File: src/rtl/bdpc_pkg.sv
// Package for the button debounce / press classifier.
// Holds the shared types, event codes, register indexes and defaults.
// No dependencies.
package bdpc_pkg;

  localparam int unsigned NumButtonsDef = 4;
  localparam int unsigned IndexW        = 2;
  localparam int unsigned CntW          = 8;
  localparam int unsigned CfgIdxW       = 2;
  localparam int unsigned CfgDataW      = 8;

  localparam logic [CntW-1:0] StrokeThrRst = 8'd4;
  localparam logic [CntW-1:0] ShortThrRst  = 8'd5;
  localparam logic [CntW-1:0] LongThrRst   = 8'd100;

  typedef enum logic [2:0] {
    EV_NONE      = 3'd0,
    EV_EARLY_REL = 3'd1,
    EV_SHORT_HIT = 3'd2,
    EV_LONG_HIT  = 3'd3,
    EV_SHORT_REL = 3'd4,
    EV_LONG_REL  = 3'd5
  } press_event_e;

  typedef enum logic [CfgIdxW-1:0] {
    REG_STROKE_THR = 2'd0,
    REG_SHORT_THR  = 2'd1,
    REG_LONG_THR   = 2'd2
  } cfg_reg_e;

  typedef struct packed {
    logic [CntW-1:0] stroke_thr;
    logic [CntW-1:0] short_thr;
    logic [CntW-1:0] long_thr;
  } thresholds_t;

  typedef struct packed {
    logic [IndexW-1:0] button_index;
    logic              button_level;
    logic              debounce_tick;
    logic              classify_tick;
  } in_item_t;

  typedef struct packed {
    logic         stable_pressed;
    press_event_e press_event;
  } out_item_t;

  function automatic logic [CntW-1:0] sat_inc(input logic [CntW-1:0] v);
    sat_inc = (v == '1) ? v : v + 1'b1;
  endfunction

endpackage

File: src/rtl/bdpc_if.sv
// Valid/ready channel interfaces for the press classifier.
// Depends on bdpc_pkg for field widths.
interface bdpc_in_if import bdpc_pkg::*; ();
  logic              valid;
  logic              ready;
  logic [IndexW-1:0] button_index;
  logic              button_level;
  logic              debounce_tick;
  logic              classify_tick;

  modport source (output valid, button_index, button_level, debounce_tick, classify_tick,
                  input ready);
  modport sink   (input valid, button_index, button_level, debounce_tick, classify_tick,
                  output ready);
endinterface

interface bdpc_out_if ();
  logic       valid;
  logic       ready;
  logic       stable_pressed;
  logic [2:0] press_event;

  modport source (output valid, stable_pressed, press_event, input ready);
  modport sink   (input valid, stable_pressed, press_event, output ready);
endinterface

File: src/rtl/bdpc_cfg_regs.sv
// Threshold configuration registers for the press classifier.
// Depends on bdpc_pkg.
module bdpc_cfg_regs import bdpc_pkg::*; (
  input  logic                clk_i,
  input  logic                rst_ni,
  input  logic                we_i,
  input  logic [CfgIdxW-1:0]  idx_i,
  input  logic [CfgDataW-1:0] wdata_i,
  output thresholds_t         thr_o
);

  thresholds_t thr_q;

  always_ff @(posedge clk_i or negedge rst_ni) begin
    if (!rst_ni) begin
      thr_q.stroke_thr <= StrokeThrRst;
      thr_q.short_thr  <= ShortThrRst;
      thr_q.long_thr   <= LongThrRst;
    end else if (we_i) begin
      unique case (cfg_reg_e'(idx_i))
        REG_STROKE_THR: thr_q.stroke_thr <= wdata_i[CntW-1:0];
        REG_SHORT_THR:  thr_q.short_thr  <= wdata_i[CntW-1:0];
        REG_LONG_THR:   thr_q.long_thr   <= wdata_i[CntW-1:0];
        default: ;  // unmapped index, dropped
      endcase
    end
  end

  assign thr_o = thr_q;

endmodule

File: src/rtl/bdpc_core.sv
// Per-button debounce and hold-time state plus the single-pass update logic.
// Depends on bdpc_pkg.
module bdpc_core import bdpc_pkg::*; #(
  parameter int unsigned NUM_BUTTONS = NumButtonsDef
) (
  input  logic        clk_i,
  input  logic        rst_ni,
  input  logic        step_i,    // commit the item's state update
  input  in_item_t    item_i,
  input  thresholds_t thr_i,
  output out_item_t   res_o
);

  localparam int unsigned BtnW = (NUM_BUTTONS > 1) ? $clog2(NUM_BUTTONS) : 1;

  logic [NUM_BUTTONS-1:0][CntW-1:0] db_cnt_q, hold_cnt_q;
  logic [NUM_BUTTONS-1:0]           stable_q, short_seen_q, long_seen_q;

  logic            in_range;
  logic [BtnW-1:0] sel;
  logic [CntW-1:0] db_cnt, db_cnt_d, hold_cnt, hold_cnt_d;
  logic            stable, stable_d, short_seen, short_seen_d, long_seen, long_seen_d;
  logic [CntW-1:0] hold_inc;
  press_event_e    ev;

  assign in_range = 32'(item_i.button_index) < 32'(NUM_BUTTONS);
  assign sel      = BtnW'(item_i.button_index);

  assign db_cnt     = db_cnt_q[sel];
  assign stable     = stable_q[sel];
  assign hold_cnt   = hold_cnt_q[sel];
  assign short_seen = short_seen_q[sel];
  assign long_seen  = long_seen_q[sel];
  assign hold_inc   = sat_inc(hold_cnt);

  // debounce, then classify on the freshly debounced flag
  always_comb begin
    db_cnt_d     = db_cnt;
    stable_d     = stable;
    hold_cnt_d   = hold_cnt;
    short_seen_d = short_seen;
    long_seen_d  = long_seen;
    ev           = EV_NONE;

    if (item_i.debounce_tick) begin
      if (item_i.button_level) begin
        if (!stable) begin
          db_cnt_d = sat_inc(db_cnt);
          stable_d = (db_cnt_d >= thr_i.stroke_thr);
        end
      end else if (stable) begin
        if (db_cnt <= 8'd1) begin
          db_cnt_d = '0;
          stable_d = 1'b0;
        end else begin
          db_cnt_d = db_cnt - 1'b1;
        end
      end
    end

    if (item_i.classify_tick) begin
      if (stable_d) begin
        if (!short_seen) begin
          hold_cnt_d = hold_inc;
          if (hold_inc >= thr_i.short_thr) begin
            short_seen_d = 1'b1;
            ev           = EV_SHORT_HIT;
          end
        end else if (!long_seen) begin
          hold_cnt_d = hold_inc;
          if (hold_inc >= thr_i.long_thr) begin
            long_seen_d = 1'b1;
            ev          = EV_LONG_HIT;
          end
        end
      end else if (hold_cnt != '0) begin
        if (long_seen)       ev = EV_LONG_REL;
        else if (short_seen) ev = EV_SHORT_REL;
        else                 ev = EV_EARLY_REL;
        hold_cnt_d   = '0;
        short_seen_d = 1'b0;
        long_seen_d  = 1'b0;
      end
    end
  end

  always_ff @(posedge clk_i or negedge rst_ni) begin
    if (!rst_ni) begin
      db_cnt_q     <= '0;
      hold_cnt_q   <= '0;
      stable_q     <= '0;
      short_seen_q <= '0;
      long_seen_q  <= '0;
    end else if (step_i && in_range) begin
      db_cnt_q[sel]     <= db_cnt_d;
      hold_cnt_q[sel]   <= hold_cnt_d;
      stable_q[sel]     <= stable_d;
      short_seen_q[sel] <= short_seen_d;
      long_seen_q[sel]  <= long_seen_d;
    end
  end

  assign res_o.stable_pressed = in_range & stable_d;
  assign res_o.press_event    = in_range ? ev : EV_NONE;

endmodule

File: src/rtl/button_debounce_press_classifier.sv
// An accepted transaction is held in the input register and then in the result register, which drives the output.
// Throughput: one transaction per cycle, sustained while out_o.ready does not stall the result register,
//   also for the same button back to back; the per-button state is read and rewritten
//   combinationally between the input register and the result register.
// Reset (rst_ni, async low): all per-button counters and flags cleared, thresholds
//   back to 4 / 5 / 100, both pipeline stages empty.
module button_debounce_press_classifier import bdpc_pkg::*; #(
  parameter int unsigned NUM_BUTTONS = NumButtonsDef
) (
  input  logic                clk_i,
  input  logic                rst_ni,
  bdpc_in_if.sink             in_i,
  bdpc_out_if.source          out_o,
  input  logic                cfg_we_i,
  input  logic [CfgIdxW-1:0]  cfg_idx_i,
  input  logic [CfgDataW-1:0] cfg_wdata_i
);

  thresholds_t thr;

  // Stage 1: input register holding the accepted transaction.
  logic      s1_vld_q;
  in_item_t  s1_item_q;
  // Stage 2: result register; the skid between core and consumer.
  logic      out_vld_q;
  out_item_t out_item_q;

  out_item_t res;
  logic      out_free;   // result register can take a new value this cycle
  logic      s1_move;    // stage 1 retires into the result register
  logic      in_take;

  assign out_free = !out_vld_q || out_o.ready;
  assign s1_move  = s1_vld_q && out_free;
  assign in_take  = in_i.valid && in_i.ready;
  // Stage 1 can reload whenever it empties in the same cycle.
  assign in_i.ready = !s1_vld_q || out_free;

  bdpc_cfg_regs u_cfg (
    .clk_i   (clk_i),
    .rst_ni  (rst_ni),
    .we_i    (cfg_we_i),
    .idx_i   (cfg_idx_i),
    .wdata_i (cfg_wdata_i),
    .thr_o   (thr)
  );

  // State is committed only when the transaction leaves stage 1, so a stalled
  // item never updates its button twice.
  bdpc_core #(
    .NUM_BUTTONS (NUM_BUTTONS)
  ) u_core (
    .clk_i  (clk_i),
    .rst_ni (rst_ni),
    .step_i (s1_move),
    .item_i (s1_item_q),
    .thr_i  (thr),
    .res_o  (res)
  );

  always_ff @(posedge clk_i or negedge rst_ni) begin
    if (!rst_ni) begin
      s1_vld_q <= 1'b0;
    end else if (in_i.ready) begin
      s1_vld_q <= in_i.valid;
    end
  end

  always_ff @(posedge clk_i) begin
    if (in_take) begin
      s1_item_q.button_index  <= in_i.button_index;
      s1_item_q.button_level  <= in_i.button_level;
      s1_item_q.debounce_tick <= in_i.debounce_tick;
      s1_item_q.classify_tick <= in_i.classify_tick;
    end
  end

  always_ff @(posedge clk_i or negedge rst_ni) begin
    if (!rst_ni) begin
      out_vld_q <= 1'b0;
    end else if (out_free) begin
      out_vld_q <= s1_vld_q;
    end
  end

  always_ff @(posedge clk_i) begin
    if (s1_move) begin
      out_item_q <= res;
    end
  end

  assign out_o.valid          = out_vld_q;
  assign out_o.stable_pressed = out_item_q.stable_pressed;
  assign out_o.press_event    = out_item_q.press_event;

endmodule

File: src/flat_wrapper.sv
// flat-port wrapper written by rule: the top's interface ports become plain ports
module button_debounce_press_classifier_flat import bdpc_pkg::*;
#(
  parameter int unsigned NUM_BUTTONS = NumButtonsDef
)
  (clk_i, rst_ni, cfg_we_i, cfg_idx_i, cfg_wdata_i, in_i_valid, in_i_button_index, in_i_button_level, in_i_debounce_tick, in_i_classify_tick, in_i_ready, out_o_valid, out_o_stable_pressed, out_o_press_event, out_o_ready);
  bdpc_in_if in_i_i ();
  bdpc_out_if out_o_i ();
  input  logic clk_i;
  input  logic rst_ni;
  input  logic cfg_we_i;
  input  logic [CfgIdxW-1:0] cfg_idx_i;
  input  logic [CfgDataW-1:0] cfg_wdata_i;
  input wire logic [$bits(in_i_i.valid)-1:0] in_i_valid;
  input wire logic [$bits(in_i_i.button_index)-1:0] in_i_button_index;
  input wire logic [$bits(in_i_i.button_level)-1:0] in_i_button_level;
  input wire logic [$bits(in_i_i.debounce_tick)-1:0] in_i_debounce_tick;
  input wire logic [$bits(in_i_i.classify_tick)-1:0] in_i_classify_tick;
  output wire logic [$bits(in_i_i.ready)-1:0] in_i_ready;
  output wire logic [$bits(out_o_i.valid)-1:0] out_o_valid;
  output wire logic [$bits(out_o_i.stable_pressed)-1:0] out_o_stable_pressed;
  output wire logic [$bits(out_o_i.press_event)-1:0] out_o_press_event;
  input wire logic [$bits(out_o_i.ready)-1:0] out_o_ready;
  assign in_i_i.valid = in_i_valid;
  assign in_i_i.button_index = in_i_button_index;
  assign in_i_i.button_level = in_i_button_level;
  assign in_i_i.debounce_tick = in_i_debounce_tick;
  assign in_i_i.classify_tick = in_i_classify_tick;
  assign in_i_ready = in_i_i.ready;
  assign out_o_valid = out_o_i.valid;
  assign out_o_stable_pressed = out_o_i.stable_pressed;
  assign out_o_press_event = out_o_i.press_event;
  assign out_o_i.ready = out_o_ready;
  button_debounce_press_classifier #(.NUM_BUTTONS(NUM_BUTTONS)) u_core (.clk_i(clk_i), .rst_ni(rst_ni), .in_i(in_i_i), .out_o(out_o_i), .cfg_we_i(cfg_we_i), .cfg_idx_i(cfg_idx_i), .cfg_wdata_i(cfg_wdata_i));
endmodule
File: config.mk
export PLATFORM = sky130hd
export DESIGN_NAME = button_debounce_press_classifier_flat
export DESIGN_NICKNAME = d
export VERILOG_FILES = /design/src/rtl/bdpc_pkg.sv /design/src/rtl/bdpc_if.sv /design/src/rtl/bdpc_cfg_regs.sv /design/src/rtl/bdpc_core.sv /design/src/rtl/button_debounce_press_classifier.sv /design/src/flat_wrapper.sv
export SDC_FILE = /design/constraint.sdc
export NUM_CORES = 1
export LEC_CHECK = 0
export BUFFER_PORTS_ARGS = -buffer_cell sky130_fd_sc_hd__buf_2
export CAP_MARGIN = 20
export CORE_MARGIN = 4
export CORE_UTILIZATION = 35
export DETAILED_ROUTE_END_ITERATION = 6
export PLACE_DENSITY = 0.47
export SKIP_CTS_REPAIR_TIMING = 1
export SYNTH_ARGS = -nofsm -noshare
export SYNTH_HDL_FRONTEND = slang
export SYNTH_SLANG_ARGS = --single-unit
File: constraint.sdc
create_clock -name clk_i -period 6 [get_ports clk_i]
set_input_delay 0 -clock clk_i [delete_from_list [all_inputs] [get_ports clk_i]]
set_output_delay 0 -clock clk_i [all_outputs]
set_load 0.01 [all_outputs]
### Yosys cells after proc, flatten, opt, wreduce, memory -nomap -nowiden

Index checks and enable logic that the tools add are counted.

| operators by class | value |
|---|---|
| $lt $le $gt $ge | 6 |
| eq/ne operators | 4 |
| muxes and demuxes | 55 |
| add/sub/neg operators | 3 |
| reduce and logical (&&, ||, !) cells | 12 |

Operator list:

| operator | count |
|---|---|
| two-way mux 8 bit | 15 |
| bitwise mux 32 bit | 2 |
| binary-select mux 8 bit (select 2 bit) | 2 |
| greater-or-equal comparator 8 bit | 3 |
| two-way mux 1 bit | 20 |
| adder 8 x 1 -> 8 bit (second input constant) | 2 |
| demux 8 bit (select 2 bit) | 1 |
| == test 8 bit (second input constant) | 2 |
| two-way mux 3 bit | 5 |
| bitwise mux 4 bit | 3 |
| less-or-equal comparator 8 x 1 -> 1 bit (second input constant) | 1 |
| nonzero test 8 bit | 1 |
| subtractor 8 x 1 -> 8 bit (second input constant) | 1 |
| binary-select mux 1 bit (select 2 bit) | 3 |
| two-way mux 2 bit | 3 |
| AND reduction 2 bit | 3 |
| logical AND 1 bit | 3 |
| < comparator 2 x 3 -> 1 bit (second input constant) | 1 |
| demux 1 bit (select 2 bit) | 1 |
| == test 2 x 1 -> 1 bit (second input constant) | 1 |
| == test 2 bit (second input constant) | 1 |
| greater-or-equal comparator 2 x 1 -> 1 bit (second input constant) | 1 |
| logical NOT 1 bit | 2 |
| logical NOT 2 bit | 1 |
| logical OR 1 bit | 2 |

| storage, ports and cells | value |
|---|---|
| word-level logic and storage cells | 102 |
| bits in registers | 111 |

### Logic depth before layout (Yosys ltp)

| logic depth | value |
|---|---|
| word-level depth | 11 |
| gate-level depth with buffers | 18 |

### Modules after synthesis

Synthesis repeated with hierarchy kept, for this count alone.

| second synthesis, totals | value |
|---|---|
| cells, all modules | 608 |
| area total of the unflattened synthesis | 6279.8 µm² |

Modules (own cells, without submodules):

| module | sequential area each (µm²) | area an instance (µm²) | times used | cells each |
|---|---|---|---|---|
| bdpc_core | 1901.8 | 4986.0 | 1 | 540 |
| bdpc_cfg_regs | 608.1 | 919.6 | 1 | 51 |
| button_debounce_press_classifier | 320.3 | 374.1 | 1 | 17 |

### Worst setup path before layout

No wires, ideal clock.

| path | value |
|---|---|
| path kind | reg2reg |
| start point | register u_core.s1_item_q[3] (netlist bit) |
| end point | register u_core.u_core.long_seen_q[0] |
| data arrival time | 4.428 ns |
| library setup time | 0.125 ns |
| cell stages (with the launch flop) | 18 |
| setup slack | 1.447 ns |
| cell sequence | edfxtp_1 > buf_6 > buf_2 > buf_2 > mux4_2 > ha_1 > and4_1 > a211o_1 > xnor2_1 > ha_1 > and3_1 > a221o_1 > a31oi_1 > o21a_4 > inv_2 > and2_4 > a41o_1 > mux2_2 |

| on the way | value |
|---|---|
| word-level cells in the longest chain between the ends | 11 |
| elaborated cells between the ends (all ways) | 37 |
| classes of those cells | add/sub: 2; order compare: 5; eq/ne: 2; mux: 26; reduce/logical: 2 |

RTL lines:

| element | line | text |
|---|---|---|
| start, declared | button_debounce_press_classifier.sv:23 | `in_item_t s1_item_q;` |
| binary-select mux 8 bit (select 2 bit) | bdpc_core.sv:29 | `assign db_cnt = db_cnt_q[sel];` |
| two-way mux 8 bit (implied by the code) | bdpc_core.sv:29 |  |
| adder 8 x 1 -> 8 bit or == test 8 bit (tied branches) | bdpc_pkg.sv:50 | `sat_inc = (v == '1) ? v : v + 1'b1;` |
| two-way mux 8 bit | bdpc_pkg.sv:50 |  |
| greater-or-equal comparator 8 bit | bdpc_core.sv:49 | `stable_d = (db_cnt_d >= thr_i.stroke_thr);` |
| two-way mux 1 bit | bdpc_core.sv:47 | `if (!stable) begin` |
| two-way mux 1 bit | bdpc_core.sv:46 | `if (item_i.button_level) begin` |
| two-way mux 1 bit (*) | bdpc_core.sv:45 | `if (item_i.debounce_tick) begin` |
| named net u_core.u_core.stable_d | bdpc_core.sv:22 | `logic stable, stable_d, short_seen, short_seen_d, long_seen, long_seen_d;` |
| two-way mux 1 bit (*) | bdpc_core.sv:62 | `if (stable_d) begin` |
| two-way mux 1 bit (*) | bdpc_core.sv:61 | `if (item_i.classify_tick) begin` |
| bitwise mux 4 bit (*) | bdpc_core.sv:99 | `long_seen_q[sel] <= long_seen_d;` |
| end signal, assigned by index | bdpc_core.sv:99 |  |
| end, declared | bdpc_core.sv:17 | `logic [NUM_BUTTONS-1:0] stable_q, short_seen_q, long_seen_q;` |

Mark *: on every way through the listed nets, which the timed path passes. The rest lies on a longest branch. The select of a mux whose other input is x is not followed.
A chain may end at the register's enable or synchronous reset.

### Worst setup path in the final report

| path | value |
|---|---|
| start point | register u_core.s1_item_q[3] (netlist bit) |
| end point | register u_core.u_core.long_seen_q[2] |

The elaborated chain is that of the path after synthesis.

==> results.json <==
{
  "outcome": "finished, final reports clean",
  "synth_compound_area_share_pct": 13.4,
  "overflow": 0,
  "synthDominantCellAreaShare_pct": 39.2,
  "end_kind": "flop",
  "cellLeakagePower_nw": 3.09,
  "coreArea_um2": 17200,
  "cts.sinks": 111,
  "skew_ns": 0.00754,
  "drt-initial-drc-count": 252,
  "cts-buffers-inserted": 9,
  "path_clk_slew_ns": 0.07,
  "cpLargestDelayFamily": "compound AO/OA/AOI/OAI gates",
  "grt_max_degree": 59,
  "cp-start-kind": "flop",
  "yosysUniqueCellTypes": 58,
  "synthTopCellsByArea": "dfrtp_1 (39%), mux2_2 (9.2%), mux4_2 (7.4%)",
  "dieHeight_um": 140,
  "antenna_found_initial": 0,
  "area_growth_pct": 13.6,
  "path_max_fanout": 12,
  "syn_inst": 573,
  "die-area_um2": 19700,
  "yosysWarnings": 0,
  "drive_above_1_share_pct": 21.4,
  "fp-row-count": 48,
  "drc": 0,
  "path_depth": 14,
  "vias": 4405,
  "cts_tree": "yes",
  "worstReg2RegEnd": "u_core.u_core.long_seen_q[2]",
  "dp_hpwl_mm": 10.7,
  "cp.required_ns": 6.24,
  "maxSlewViolCount": 0,
  "ir_drop_mv": 0.170,
  "track_usage_pct": 15.5,
  "maxSlewHeadroom_pct": 32.5,
  "worstHoldPathType": "input pin to flop",
  "port_buffers": 25,
  "start_util_pct": 35.5,
  "synth-async-reset-ratio_pct": 91.9,
  "die_w_um": 140,
  "ys_seq_elements": 111,
  "drt-vias-per-instance": 5.26,
  "period_share_pct": 79.4,
  "yosys.area_share.simple_pct": 12.7,
  "crit_arrival_ns": 5.01,
  "endpoint": "u_core.u_core.long_seen_q[2]",
  "antenna_cells": 0,
  "wire_per_inst_um": 17.6,
  "setup_violations": 0,
  "ios": 26,
  "critPathMaxStageDelay_ns": 0.85,
  "muxShareOfSynthArea_pct": 17.2,
  "syn_area_um2": 6120,
  "yosysSeqAreaShare_pct": 46.2,
  "rrSetupSlack_ns": 1.23,
  "fin_util_pct": 40.4,
  "antenna_left": 0,
  "yosysTopAreaCell": "dfrtp_1",
  "slowest_stage": "edfxtp_1",
  "clock_path_buffers": 2,
  "worst_hold_slack_ns": 0.106,
  "r2r-start": "u_core.s1_item_q[3]",
  "synth_xor_area_share_pct": 0.715,
  "hold_violations": 0,
  "pwr_density_cell_nw_per_um2": 411,
  "synth_top_family_by_area": "multiplexers",
  "synth-edff-count": 9,
  "totalWireLength_mm": 14.7,
  "first_pass_iters": 5,
  "yosys.area_share.adder_pct": 5.93,
  "critPathLaunch": "u_core.s1_item_q[3]",
  "htreeDepth": 3,
  "layout_min_cycle_time_ns": 4.77,
  "synth_nets": 622,
  "tns_ns": 0,
  "nNetsFinal": 657,
  "clock_latency_ns": 0.36,
  "synth_flop_cell": "dfrtp_1",
  "worst_pin_slew_ns": 1.01,
  "worstSetupPathType": "flop to flop",
  "critPathBufInv": 1,
  "maxCapViolCount": 0,
  "gp_congestion": 0.877,
  "fmax_mhz": 210,
  "worstPathCellList": "mux4_2, ha_1, and4_1, a211o_1, xnor2_1, ha_1, and3_1, a221o_1, a31oi_1, o21a_4, inv_2, and2_4, a41o_1, mux2_2",
  "cp_common_cell": "ha_1",
  "grt_pass1_wl_mm": 24.0,
  "synth_area_per_cell_um2": 10.7,
  "rsz0062_at_grt": "false",
  "cts_root_buf": "clkbuf_16",
  "grt_pass1_vias": 4371,
  "r2r_cells": 14
}
-- power by group --
part           internal [W]  switching (W)  total, W  leakage, nW
Combinational      0.000483       0.000674   0.00116         1.58
Clock              0.000324       0.000278  0.000602        0.136
Sequential         0.000989       0.000114   0.00110         1.37
Total               0.00180        0.00107   0.00286         3.09
-- per-layer routing --
metal	vias to the layer above	wire length, µm	global-route usage, %
li1	2128	-	-
met1	2177	7270	22.0
met2	87	6830	24.2
met3	13	478	2.83
met4	0	157	4.84
met5	-	0	0
-- tightest hold or removal path: stages --
cell and delay (ns):
buf_2 0.09, nor3b_1 0.05, buf_4 0.17, nand2_1 0.07, o21ai_0 0.08
-- state kept, by name, indices dropped and copies added, names as in the netlist, 3 cells and up --
register	cells
u_core.u_core.stable_q	4
u_core.u_core.long_seen_q	4
u_core.s1_item_q	5
u_core.u_cfg.thr_o	24
u_core.u_core.short_seen_q	4
u_core.out_o.press_event	3
u_core.u_core.db_cnt_q	32
u_core.u_core.hold_cnt_q	32
-- cells by family after synthesis --
family | Yosys count
flip-flops | 111
buffers and inverters | 58
XOR/XNOR | 5
AND/OR/NAND/NOR | 162
multiplexers | 74
AO/OA/AOI/OAI | 134
adder cells (fa/ha/maj) | 29
-- placed cells by master (no fill, tap or decap), types with 4 or more instances in the layout --
cell type       n
buf_2          24
mux2_2         50
a21o_1          6
and3_1          4
nand3b_1        5
nor3_1         10
buf_4           7
o21ai_0        50
mux4_2         20
and2_1          8
xnor2_1         5
a21oi_1        38
ha_1           29
nand2b_1        7
dfstp_2         6
nor2b_1         7
edfxtp_1        9
a31oi_1         7
dlygate4sd3_1  17
mux2i_1         4
o21ai_1         4
clkbuf_16       9
nor2_1         36
nand2_1        58
dfrtp_1        96
inv_1          31
nand3_1        12
-- cells in the mapped netlist, types with 4 or more instances --
master    instances
a21o_1            6
a21oi_1          38
a31oi_1           7
and2_1            8
and3_1            4
clkbuf_1         17
dfrtp_1          96
dfstp_2           6
edfxtp_1          9
ha_1             29
inv_1            31
mux2_2           50
mux2i_1           4
mux4_2           20
nand2_1          58
nand2b_1          7
nand3_1          12
nand3b_1          5
nor2_1           36
nor2b_1           7
nor3_1           11
o21ai_0          50
o21ai_1           4
xnor2_1           5
-- cell type report --
class | instances | area, µm²
Multi-Input combinational cell | 404 | 3060
Inverter | 33 | 124
Clock inverter | 5 | 58.8
Timing Repair Buffer | 49 | 370
Clock buffer | 11 | 233
Sequential cell | 111 | 2830
Tap cell | 225 | 282
Fill cell | 1636 | 10300
-- metrics by stage --
stage | setup slack, ns | power (W) | instance area (µm²) | cells
floorplan | 1.45 | 0.00195 | 6120 | 573
global placement | 1.27 | 0.00223 | 6470 | 804
detailed placement | 1.19 | 0.00226 | 6470 | 804
CTS | 1.16 | 0.00288 | 6760 | 820
global route | 0.912 | 0.00309 | 6960 | 838
finish | 1.23 | 0.00286 | 6960 | 838
-- worst min path at each step --
stage	from	cells past startpoint	slack (ns)	to
global placement	rst_ni	1	0.04	u_core.u_cfg.thr_o[17]
finish	cfg_idx_i[0]	5	0.11	u_core.u_cfg.thr_o[18]
CTS	rst_ni	1	-0.34	u_core.u_cfg.thr_o[17]
global route	cfg_idx_i[1]	5	0.14	u_core.u_cfg.thr_o[18]
floorplan	rst_ni	0	-0.30	u_core.out_o.valid
detailed placement	rst_ni	1	0.05	u_core.u_cfg.thr_o[17]
No activity file was read; power rests on OpenSTA's default activity.
